<file path="src/rtl/core/urrs_pkg.sv">
package urrs_pkg;

  // Default random word width
  localparam int WORD_WIDTH_DEF = 32;

  // Configuration register index width
  localparam int CFG_IDX_W = 4;

  typedef logic [CFG_IDX_W-1:0] cfg_idx_t;

  // Register map
  localparam cfg_idx_t REG_RANGE_LOW  = cfg_idx_t'(0);
  localparam cfg_idx_t REG_RANGE_HIGH = cfg_idx_t'(1);

endpackage

</file>
<file path="src/rtl/core/urrs_if.sv">
// Random word channel
interface urrs_word_if #(
  parameter int WORD_WIDTH = urrs_pkg::WORD_WIDTH_DEF
) ();
  logic                  valid;
  logic                  ready;
  logic [WORD_WIDTH-1:0] random_word;

  modport source (output valid, output random_word, input ready);
  modport sink   (input valid, input random_word, output ready);
endinterface

// Range value channel
interface urrs_value_if #(
  parameter int WORD_WIDTH = urrs_pkg::WORD_WIDTH_DEF
) ();
  logic                         valid;
  logic                         ready;
  logic signed [WORD_WIDTH-1:0] value;

  modport source (output valid, output value, input ready);
  modport sink   (input valid, input value, output ready);
endinterface

</file>
<file path="src/rtl/core/urrs_cfg_regs.sv">
module urrs_cfg_regs
  import urrs_pkg::*;
#(
  parameter int WORD_WIDTH = WORD_WIDTH_DEF
) (
  input  logic                  clk,
  input  logic                  rst_n,
  input  logic                  cfg_we,
  input  cfg_idx_t              cfg_index,
  input  logic [WORD_WIDTH-1:0] cfg_data,
  output logic [WORD_WIDTH-1:0] lo,
  output logic [WORD_WIDTH-1:0] span,
  output logic [WORD_WIDTH-1:0] span_m1,
  output logic                  full
);

  logic [WORD_WIDTH-1:0] range_low_r;
  logic [WORD_WIDTH-1:0] range_high_r;
  logic [WORD_WIDTH-1:0] lo_r, lo_nxt;
  logic [WORD_WIDTH-1:0] span_m1_r, span_m1_nxt;
  logic [WORD_WIDTH-1:0] hi_sw;

  // Capture register writes; unknown indexes drop
  always_ff @(posedge clk) begin
    if (!rst_n) begin
      range_low_r  <= '0;
      range_high_r <= '0;
    end else if (cfg_we) begin
      case (cfg_index)
        REG_RANGE_LOW:  range_low_r  <= cfg_data;
        REG_RANGE_HIGH: range_high_r <= cfg_data;
        default: ;
      endcase
    end
  end

  // Order the bounds and derive span minus one
  always_comb begin
    if ($signed(range_high_r) < $signed(range_low_r)) begin
      lo_nxt = range_high_r;
      hi_sw  = range_low_r;
    end else begin
      lo_nxt = range_low_r;
      hi_sw  = range_high_r;
    end
    span_m1_nxt = hi_sw - lo_nxt;
  end

  // Hold derived range values
  always_ff @(posedge clk) begin
    if (!rst_n) begin
      lo_r      <= '0;
      span_m1_r <= '0;
    end else begin
      lo_r      <= lo_nxt;
      span_m1_r <= span_m1_nxt;
    end
  end

  assign lo      = lo_r;
  assign span_m1 = span_m1_r;
  assign span    = span_m1_r + WORD_WIDTH'(1);
  assign full    = &span_m1_r;

endmodule

</file>
<file path="src/rtl/core/urrs_div_cell.sv">
module urrs_div_cell
  import urrs_pkg::*;
#(
  parameter int WORD_WIDTH = WORD_WIDTH_DEF,
  parameter int IDX        = 0
) (
  input  logic                  clk,
  input  logic                  rst_n,
  input  logic                  adv,
  input  logic [WORD_WIDTH-1:0] span,
  input  logic                  valid_in,
  input  logic [WORD_WIDTH-1:0] word_in,
  input  logic [WORD_WIDTH-1:0] rem_in,
  output logic                  valid_out,
  output logic [WORD_WIDTH-1:0] word_out,
  output logic [WORD_WIDTH-1:0] rem_out
);

  logic                  valid_r;
  logic [WORD_WIDTH-1:0] word_r;
  logic [WORD_WIDTH-1:0] rem_r, rem_nxt;
  logic [WORD_WIDTH:0]   trial;
  logic [WORD_WIDTH:0]   diff;

  // Shift in one dividend bit, subtract span when it fits
  always_comb begin
    trial = {rem_in, word_in[WORD_WIDTH-1-IDX]};
    diff  = trial - {1'b0, span};
    if (trial >= {1'b0, span}) begin
      rem_nxt = diff[WORD_WIDTH-1:0];
    end else begin
      rem_nxt = trial[WORD_WIDTH-1:0];
    end
  end

  // Advance the beat to the next cell
  always_ff @(posedge clk) begin
    if (!rst_n) begin
      valid_r <= 1'b0;
    end else if (adv) begin
      valid_r <= valid_in;
    end
  end

  always_ff @(posedge clk) begin
    if (adv) begin
      word_r <= word_in;
      rem_r  <= rem_nxt;
    end
  end

  assign valid_out = valid_r;
  assign word_out  = word_r;
  assign rem_out   = rem_r;

endmodule

</file>
<file path="src/rtl/core/uniform_range_rejection_sampler_unit.sv">
// Uniform range sampler with rejection.
// Input channel in_s carries one random word per beat; output channel out_m
// carries one signed value per kept word, uniform over the inclusive range
// set by registers range_low (index 0) and range_high (index 1). Bounds given
// in reverse are swapped. Words that would bias the result are dropped and
// produce no output beat.
// Write the range registers only while no beats are in flight; the derived
// span is registered from the range registers after a write.
// Throughput: one word per cycle while the output register is free. Each word
// accepted passes the chain of WORD_WIDTH divider cells (one dividend bit
// per cell) and then the output register before out_m.valid.
// Reset clears both range registers to zero and empties the chain; with equal
// bounds every word yields the bound.
// When the receiver stalls with a value waiting, the whole chain holds and
// in_s.ready drops; it returns as soon as the waiting value is taken.
module uniform_range_rejection_sampler_unit
  import urrs_pkg::*;
#(
  parameter int WORD_WIDTH = WORD_WIDTH_DEF
) (
  input  logic                  clk,
  input  logic                  rst_n,
  urrs_word_if.sink             in_s,
  urrs_value_if.source          out_m,
  input  logic                  cfg_we,
  input  cfg_idx_t              cfg_index,
  input  logic [WORD_WIDTH-1:0] cfg_data
);

  logic [WORD_WIDTH-1:0] lo;
  logic [WORD_WIDTH-1:0] span;
  logic [WORD_WIDTH-1:0] span_m1;
  logic                  full;
  logic                  adv;

  logic                  cell_valid [WORD_WIDTH];
  logic [WORD_WIDTH-1:0] cell_word  [WORD_WIDTH];
  logic [WORD_WIDTH-1:0] cell_rem   [WORD_WIDTH];

  logic                  last_valid;
  logic [WORD_WIDTH-1:0] last_word;
  logic [WORD_WIDTH-1:0] last_rem;
  logic [WORD_WIDTH-1:0] base;
  logic [WORD_WIDTH:0]   top_sum;
  logic                  keep;

  logic                  out_valid_r, out_valid_nxt;
  logic [WORD_WIDTH-1:0] value_r, value_nxt;

  urrs_cfg_regs #(.WORD_WIDTH(WORD_WIDTH)) u_cfg (
    .clk       (clk),
    .rst_n     (rst_n),
    .cfg_we    (cfg_we),
    .cfg_index (cfg_index),
    .cfg_data  (cfg_data),
    .lo        (lo),
    .span      (span),
    .span_m1   (span_m1),
    .full      (full)
  );

  // Chain advances whenever the output register is free
  assign adv        = !out_valid_r || out_m.ready;
  assign in_s.ready = adv;

  // Divider chain, most significant bit first
  for (genvar i = 0; i < WORD_WIDTH; i++) begin : g_cell
    if (i == 0) begin : g_first
      urrs_div_cell #(.WORD_WIDTH(WORD_WIDTH), .IDX(i)) u_cell (
        .clk       (clk),
        .rst_n     (rst_n),
        .adv       (adv),
        .span      (span),
        .valid_in  (in_s.valid),
        .word_in   (in_s.random_word),
        .rem_in    ('0),
        .valid_out (cell_valid[i]),
        .word_out  (cell_word[i]),
        .rem_out   (cell_rem[i])
      );
    end else begin : g_next
      urrs_div_cell #(.WORD_WIDTH(WORD_WIDTH), .IDX(i)) u_cell (
        .clk       (clk),
        .rst_n     (rst_n),
        .adv       (adv),
        .span      (span),
        .valid_in  (cell_valid[i-1]),
        .word_in   (cell_word[i-1]),
        .rem_in    (cell_rem[i-1]),
        .valid_out (cell_valid[i]),
        .word_out  (cell_word[i]),
        .rem_out   (cell_rem[i])
      );
    end
  end

  assign last_valid = cell_valid[WORD_WIDTH-1];
  assign last_word  = cell_word[WORD_WIDTH-1];
  assign last_rem   = cell_rem[WORD_WIDTH-1];

  // Keep the word only if its whole span-sized block fits below 2^WORD_WIDTH
  always_comb begin
    base    = last_word - last_rem;
    top_sum = {1'b0, base} + {1'b0, span_m1};
    keep    = full || !top_sum[WORD_WIDTH];
    out_valid_nxt = last_valid && keep;
    if (full) begin
      value_nxt = last_word;
    end else begin
      value_nxt = lo + last_rem;
    end
  end

  // Output register
  always_ff @(posedge clk) begin
    if (!rst_n) begin
      out_valid_r <= 1'b0;
    end else if (adv) begin
      out_valid_r <= out_valid_nxt;
    end
  end

  always_ff @(posedge clk) begin
    if (adv) begin
      value_r <= value_nxt;
    end
  end

  assign out_m.valid = out_valid_r;
  assign out_m.value = value_r;

`ifndef SYNTHESIS
  // Outside the full range, the remainder leaving the chain is below the span
  a_rem_below_span: assert property (@(posedge clk) disable iff (!rst_n)
    (last_valid && !full) |-> (last_rem < span))
    else $error("remainder not below span");

  // Every delivered value lies inside the ordered range
  a_value_in_range: assert property (@(posedge clk) disable iff (!rst_n)
    (out_valid_r && !full) |->
      ((value_r - lo) <= span_m1))
    else $error("value outside range");

  // Equal bounds never drop a word
  a_equal_bounds_keep: assert property (@(posedge clk) disable iff (!rst_n)
    (adv && last_valid && (span_m1 == '0)) |=> out_valid_r)
    else $error("word dropped with equal bounds");

  // Full range passes the word through
  a_full_pass: assert property (@(posedge clk) disable iff (!rst_n)
    (adv && last_valid && full) |=> (out_valid_r && (value_r == $past(last_word))))
    else $error("full range word not passed through");
`endif

endmodule
</file>
<file path="src/flat_wrapper.sv">
// flat-port wrapper written by rule: the top's interface ports become plain ports
module uniform_range_rejection_sampler_unit_flat import urrs_pkg::*;
#(
  parameter int WORD_WIDTH = WORD_WIDTH_DEF
)
  (clk, rst_n, cfg_we, cfg_index, cfg_data, in_s_valid, in_s_random_word, in_s_ready, out_m_valid, out_m_value, out_m_ready);
  urrs_word_if #(.WORD_WIDTH(WORD_WIDTH)) in_s_i ();
  urrs_value_if #(.WORD_WIDTH(WORD_WIDTH)) out_m_i ();
  input  logic clk;
  input  logic rst_n;
  input  logic cfg_we;
  input  cfg_idx_t cfg_index;
  input  logic [WORD_WIDTH-1:0] cfg_data;
  input wire logic [$bits(in_s_i.valid)-1:0] in_s_valid;
  input wire logic [$bits(in_s_i.random_word)-1:0] in_s_random_word;
  output wire logic [$bits(in_s_i.ready)-1:0] in_s_ready;
  output wire logic [$bits(out_m_i.valid)-1:0] out_m_valid;
  output wire logic [$bits(out_m_i.value)-1:0] out_m_value;
  input wire logic [$bits(out_m_i.ready)-1:0] out_m_ready;
  assign in_s_i.valid = in_s_valid;
  assign in_s_i.random_word = in_s_random_word;
  assign in_s_ready = in_s_i.ready;
  assign out_m_valid = out_m_i.valid;
  assign out_m_value = out_m_i.value;
  assign out_m_i.ready = out_m_ready;
  uniform_range_rejection_sampler_unit #(.WORD_WIDTH(WORD_WIDTH)) u_core (.clk(clk), .rst_n(rst_n), .in_s(in_s_i), .out_m(out_m_i), .cfg_we(cfg_we), .cfg_index(cfg_index), .cfg_data(cfg_data));
endmodule
</file>
<file path="config.mk">
export PLATFORM = sky130hd
export DESIGN_NAME = uniform_range_rejection_sampler_unit_flat
export DESIGN_NICKNAME = d
export VERILOG_FILES = /design/src/rtl/core/urrs_pkg.sv /design/src/rtl/core/urrs_if.sv /design/src/rtl/core/urrs_cfg_regs.sv /design/src/rtl/core/urrs_div_cell.sv /design/src/rtl/core/uniform_range_rejection_sampler_unit.sv /design/src/flat_wrapper.sv
export SDC_FILE = /design/constraint.sdc
export NUM_CORES = 2
export LEC_CHECK = 0
export BUFFER_PORTS_ARGS = -buffer_cell sky130_fd_sc_hd__buf_4
export CORE_MARGIN = 5
export CORE_UTILIZATION = 30
export DETAILED_ROUTE_END_ITERATION = 12
export HOLD_SLACK_MARGIN = 0.12
export SYNTH_ARGS = -nofsm -noshare
export SYNTH_HDL_FRONTEND = slang
export SYNTH_SLANG_ARGS = --single-unit
</file>
<file path="constraint.sdc">
create_clock -name clk -period 218.9 [get_ports clk]
set_input_delay 21.89 -clock clk [delete_from_list [all_inputs] [get_ports clk]]
set_output_delay 21.89 -clock clk [all_outputs]
set_load 0.01 [all_outputs]
</file>
==> Word level (Yosys, flattened, before mapping) <==
Index checks and enable logic that the tools add are counted.
{ "totals": {"register_bits": 2241, "inputBits": 73, "output_inout_bits": 34, "word_cells": 218} }
{ "classes": {"n_addsub": 37, "magnitude_cmp": 33, "n_eq_ne": 1, "mux": 35, "reduce_logical": 9} }
{ "ops": {"columns": ["op", "count"], "rows": [
  ["32-bit 2-to-1 mux", 34],
  ["32-bit subtractor", 33],
  ["33-bit by 32-bit greater-or-equal comparator with 1-bit output", 31],
  ["32-bit by 32-bit adder with 33-bit output", 1],
  ["32-bit by 1-bit adder with 32-bit output (second input constant)", 1],
  ["32-bit adder", 1],
  ["1-bit by 32-bit greater-or-equal comparator with 1-bit output", 1],
  ["32-bit < comparator", 1],
  ["32-bit AND reduction", 1],
  ["1-bit by 32-bit subtractor with 32-bit output", 1],
  ["4-bit by 1-bit equality test with 1-bit output (second input constant)", 1],
  ["4-bit zero test", 1],
  ["2-bit AND reduction", 2],
  ["1-bit zero test", 2],
  ["1-bit logical OR", 2],
  ["1-bit logical AND", 1],
  ["1-bit 2-to-1 mux", 1]
]} }

==> Logic depth before layout (Yosys ltp) <==
{ "logic_depth": {"word_depth": 5, "depth_mapped": 26, "depth_no_buf": 26} }

==> Cells and area by module <==
Synthesis repeated with hierarchy kept, for this count alone.
{ "unflattened": {"hier_cells": 14258, "hier_area_um2": 148507.4} }
{ "modules_own_cells": {"columns": ["mod", "n_inst", "cells_each", "area_per_inst_um2", "seq_area_each_um2"], "rows": [
  ["urrs_div_cell (u_core.g_cell[0].g_first.u_cell ...)", 28, 391, 4197.8, 1941.9],
  ["urrs_div_cell (u_core.g_cell[18].g_next.u_cell ...)", 4, 384, 4404.2, 1941.9],
  ["urrs_cfg_regs", 1, 1047, 7743.7, 2562.5],
  ["uniform_range_rejection_sampler_unit", 1, 727, 5609.1, 980.9]
]} }

==> Worst setup path after synthesis <==
No wires, ideal clock.
{ "synth_path": {"kind": "input to output", "start": "input port out_m_ready", "end": "output port in_s_ready", "arrival_ns": 78.118, "required_time_ns": 197.010, "path_slack_ns": 118.892, "cell_stages": 4, "path_buffers": 2, "path_cell_list": "nor2b_1 > clkbuf_1 > inv_1 > buf_1"} }
{ "synth_via": {"elab_chain_len": 1} }
{ "synth_rtl": {"columns": ["item", "line_no", "text"], "rows": [
  ["from (decl)", "flat_wrapper.sv:19", "input wire logic [$bits(out_m_i.ready)-1:0] out_m_ready;"],
  ["1-bit logical OR", "uniform_range_rejection_sampler_unit.sv:63", "assign adv = !out_valid_r || out_m.ready;"],
  ["to (decl)", "flat_wrapper.sv:16", "output wire logic [$bits(in_s_i.ready)-1:0] in_s_ready;"]
]} }
No other way between the ends.

==> Worst setup path in the final report <==
Ends and elaborated chain as after synthesis.

==> results.cfg <==
[detailed_routing]
ant_nets = 0
drt_iter0_drc = 7183
vias = 90300
routed_wl_um = 331000
wl_per_cell_um = 18.5
vias_per_cell = 5.04
first_pass_iters = 6
route.detailed.drc = 0

[worst_setup_path]
cp_max_fo = 51
crit_slowest_cell = buf_4
endpoint_kind = output port
criticalPathCategory = input pin to output port
rr_worst_depth = 20
cpMostUsedCell = buf_4
crit_arrival_ns = 23.13
required_ns = 197.01
critical_path.max_stage_delay_ns = 0.40
crit_chain = buf_4 -> nor2b_2 -> buf_4 -> inv_8 -> buf_4
start_kind = input pin

[synthesis]
ys.flop_type = edfxtp_1
synth_cell_types = 94
synthCells = 11700
async_reset_ff_frac = 0
syn_area_um2 = 130000
synth_edf_count = 2080
ys_seq_area_frac = 0.506
synth_nets = 13000
syn_avg_cell_area_um2 = 11.1
synth-seq-cells = 2241
ys_warn_count = 0

[placement]
placed_area_um2 = 139000
dpl.hpwl_um = 230000
routabilityCongestion = 0.864
portBuffers = 106
dp_cells = 17400

[power]
seq_power_share = 0.280
irDropWorstVdd_v = 0.00000787
p_sw_frac = 0.407
internal_power_mw = 1.57
p_switching_mw = 1.07
pwr-share-comb = 0.544
p_per_area_nw_per_um2 = 17.9
clkPwrFrac = 0.176
p_leak_nw = 57.8

[cts]
cts_hold_buf = 0
post_cts_buffers = 0
ctsHtreeMaxLevel = 5
clockBufferDepth = 4
clk_root_buffer_cell = clkbuf_16
post_cts_resize_count = 0
clock_sinks = 2241
cts_tree = done
cts_buffers = 278
clk_pin_slew_worst_paths_ns = 0.06
clk_latency_ns = 0.93

[floorplan]
floorplan.rows = 241
initial_core_util = 0.301
ios = 107
core_region_area_um2 = 431000
die_w_um = 668
die-height_um = 668
dieArea_um2 = 446000

[global_route]
grt_pass1_wl_um = 504000
grtUsageTotal = 0.143
antenna_found_initial = 21
grt_max_degree = 179
grt-ovfl-total = 0
grt_pass1_vias = 85600

[final_layout]
area_delta_synth_final_pct = 13.7
layout_commonest_cell = edfxtp_1
drive_above_1_share = 0.0948
fillers = 42900
nets = 13200
stdcell_count = 17900
final_cell_mix = 2,080 x edfxtp_1, 1,172 x a21oi_1, 1,120 x ha_1
stdcell_area_um2 = 148000

[sta]
maxSlewViolCount = 0
fin_crit_ns = 45.02
setup_viol = 0
relSlewSlack = 0.0755
clock.fmax_mhz = 22.2
hold_ws_ns = 0.369
rsz0062_at_grt = no
period_share = 0.206
final_hold_viol_count = 0
tightest_slew_ns = 1.35
tns_ns = 0
fin_skew_ns = 0.0912

[job]
maxCapViolCount = 0

[status]
outcome = complete, no violations

[min_path]
hold_depth = 0
hp-class = flip-flop to flip-flop
layout make-up:
class | count | area, µm² | area share
sequential | 2241 | 65700 | 0.445
multi-input combinational | 8787 | 62200 | 0.421
clock buffer | 323 | 7180 | 0.0486
tap | 5710 | 7140 | 0.0484
clock inverter | 173 | 2020 | 0.0137
timing repair buffer | 230 | 1790 | 0.0121
inverter | 459 | 1740 | 0.0117
antenna | 1 | 2.50 | 0.0000169
final timing paths:
kind / start / endpoint / slack [ns]
setup reg to reg: u_core.u_cfg.span_m1[2] / u_core.g_cell[4].g_next.u_cell.rem_out[1] / 211.46
setup / recovery: out_m_ready / in_s_ready / 173.88
hold / removal: u_core.g_cell[24].g_next.u_cell.word_out[29] / u_core.g_cell[25].g_next.u_cell.word_out[29] / 0.37
hold reg to reg: u_core.g_cell[24].g_next.u_cell.word_out[29] / u_core.g_cell[25].g_next.u_cell.word_out[29] / 0.37
through the flow:
| step | setup WS (ns) | util | power (mW) |
|---|---|---|---|
| 2_1_floorplan | 118.89 | - | 1.81 |
| 3_3_place_gp | 173.93 | 0.321 | 2.15 |
| 3_5_place_dp | 173.91 | 0.321 | 2.16 |
| 4_1_cts | 173.91 | 0.343 | 2.65 |
| 5_1_grt | 173.85 | 0.343 | 2.84 |
| 6_report | 173.88 | 0.343 | 2.64 |
cells by family (layout without fill, tap and decap cells):
logic type | Yosys count | count (layout) | synth area share
compound gates | 3243 | 3243 | 0.154
xor+xnor | 895 | 895 | 0.0603
fa+ha+maj | 1153 | 1153 | 0.113
buf+inv | 705 | 1185 | 0.0207
flops | 2241 | 2241 | 0.506
mux | 424 | 424 | 0.0363
other cells | 0 | 1 | 0
simple gates | 3072 | 3072 | 0.110
layer usage:
| layer | vias to the layer above | part of all wire | GRT usage |
|---|---|---|---|
| met5 | - | 0.000039 | 0 |
| met4 | 2 | 0.027 | 0.0386 |
| met2 | 2077 | 0.45 | 0.230 |
| met1 | 43300 | 0.47 | 0.201 |
| li1 | 44400 | - | - |
| met3 | 474 | 0.055 | 0.0186 |
synth_stat cells, drive strengths merged (14+ instances only):
master | number | area (µm²)
and4 | 30 | 263
mux2i | 51 | 518
o21ba | 14 | 140
nand4 | 164 | 1030
nor4 | 55 | 344
a21boi | 59 | 443
inv | 459 | 1720
a221o | 20 | 200
a31oi | 61 | 397
fa | 33 | 661
nor2b | 156 | 976
edfxtp | 2080 | 62500
buf | 35 | 175
clkbuf | 211 | 792
o211ai | 23 | 178
nand2 | 1053 | 3950
o211a | 15 | 150
a221oi | 32 | 293
a211oi | 66 | 500
nand3b | 17 | 128
nand2b | 192 | 1200
ha | 1120 | 14000
a21oi | 1175 | 5880
a211o | 23 | 201
nor2 | 806 | 3030
and2 | 48 | 300
mux2 | 373 | 4200
o21ai | 770 | 3860
o21a | 97 | 728
a41oi | 16 | 140
xor2 | 332 | 2910
o41ai | 21 | 184
nand3 | 171 | 861
or3 | 46 | 288
o31ai | 77 | 588
xnor2 | 563 | 4930
dfxtp | 161 | 3220
and3 | 99 | 619
a311oi | 17 | 149
or2 | 43 | 269
nor3 | 155 | 781
a31o | 15 | 131
a21o | 446 | 3350
o31a | 26 | 228
o21bai | 163 | 1230
worst max-delay path: cells and delay by family:
kind / cells / cell delay, ns
buffers and inverters: 4 / 1.02
and+or+nand+nor: 1 / 0.10
registers in the layout, summed over array words and instances (netlist names):
register and flops:
u_core.g_cell.g_next.u_cell.rem_out 992, u_core.u_cfg.range_high_r 32, u_core.g_cell.g_first.u_cell.rem_out 32, u_core.out_m.valid 1, u_core.g_cell.g_first.u_cell.word_out 32, u_core.u_cfg.range_low_r 32
u_core.g_cell.g_first.u_cell.valid_out 1, u_core.u_cfg.span_m1 32, u_core.u_cfg.lo 32, u_core.g_cell.g_next.u_cell.word_out 992, u_core.g_cell.g_next.u_cell.valid_out 31, u_core.out_m.value 32
power groups by stage:
stage	registers (mW)	logic (mW)	clock network, mW
after floorplan	0.710	1.10	0
after global placement	0.746	1.40	0
after detailed placement	0.746	1.41	0
after CTS	0.739	1.43	0.481
after global routing	0.749	1.60	0.499
final	0.738	1.44	0.464
No activity file was read; power rests on OpenSTA's default activity.
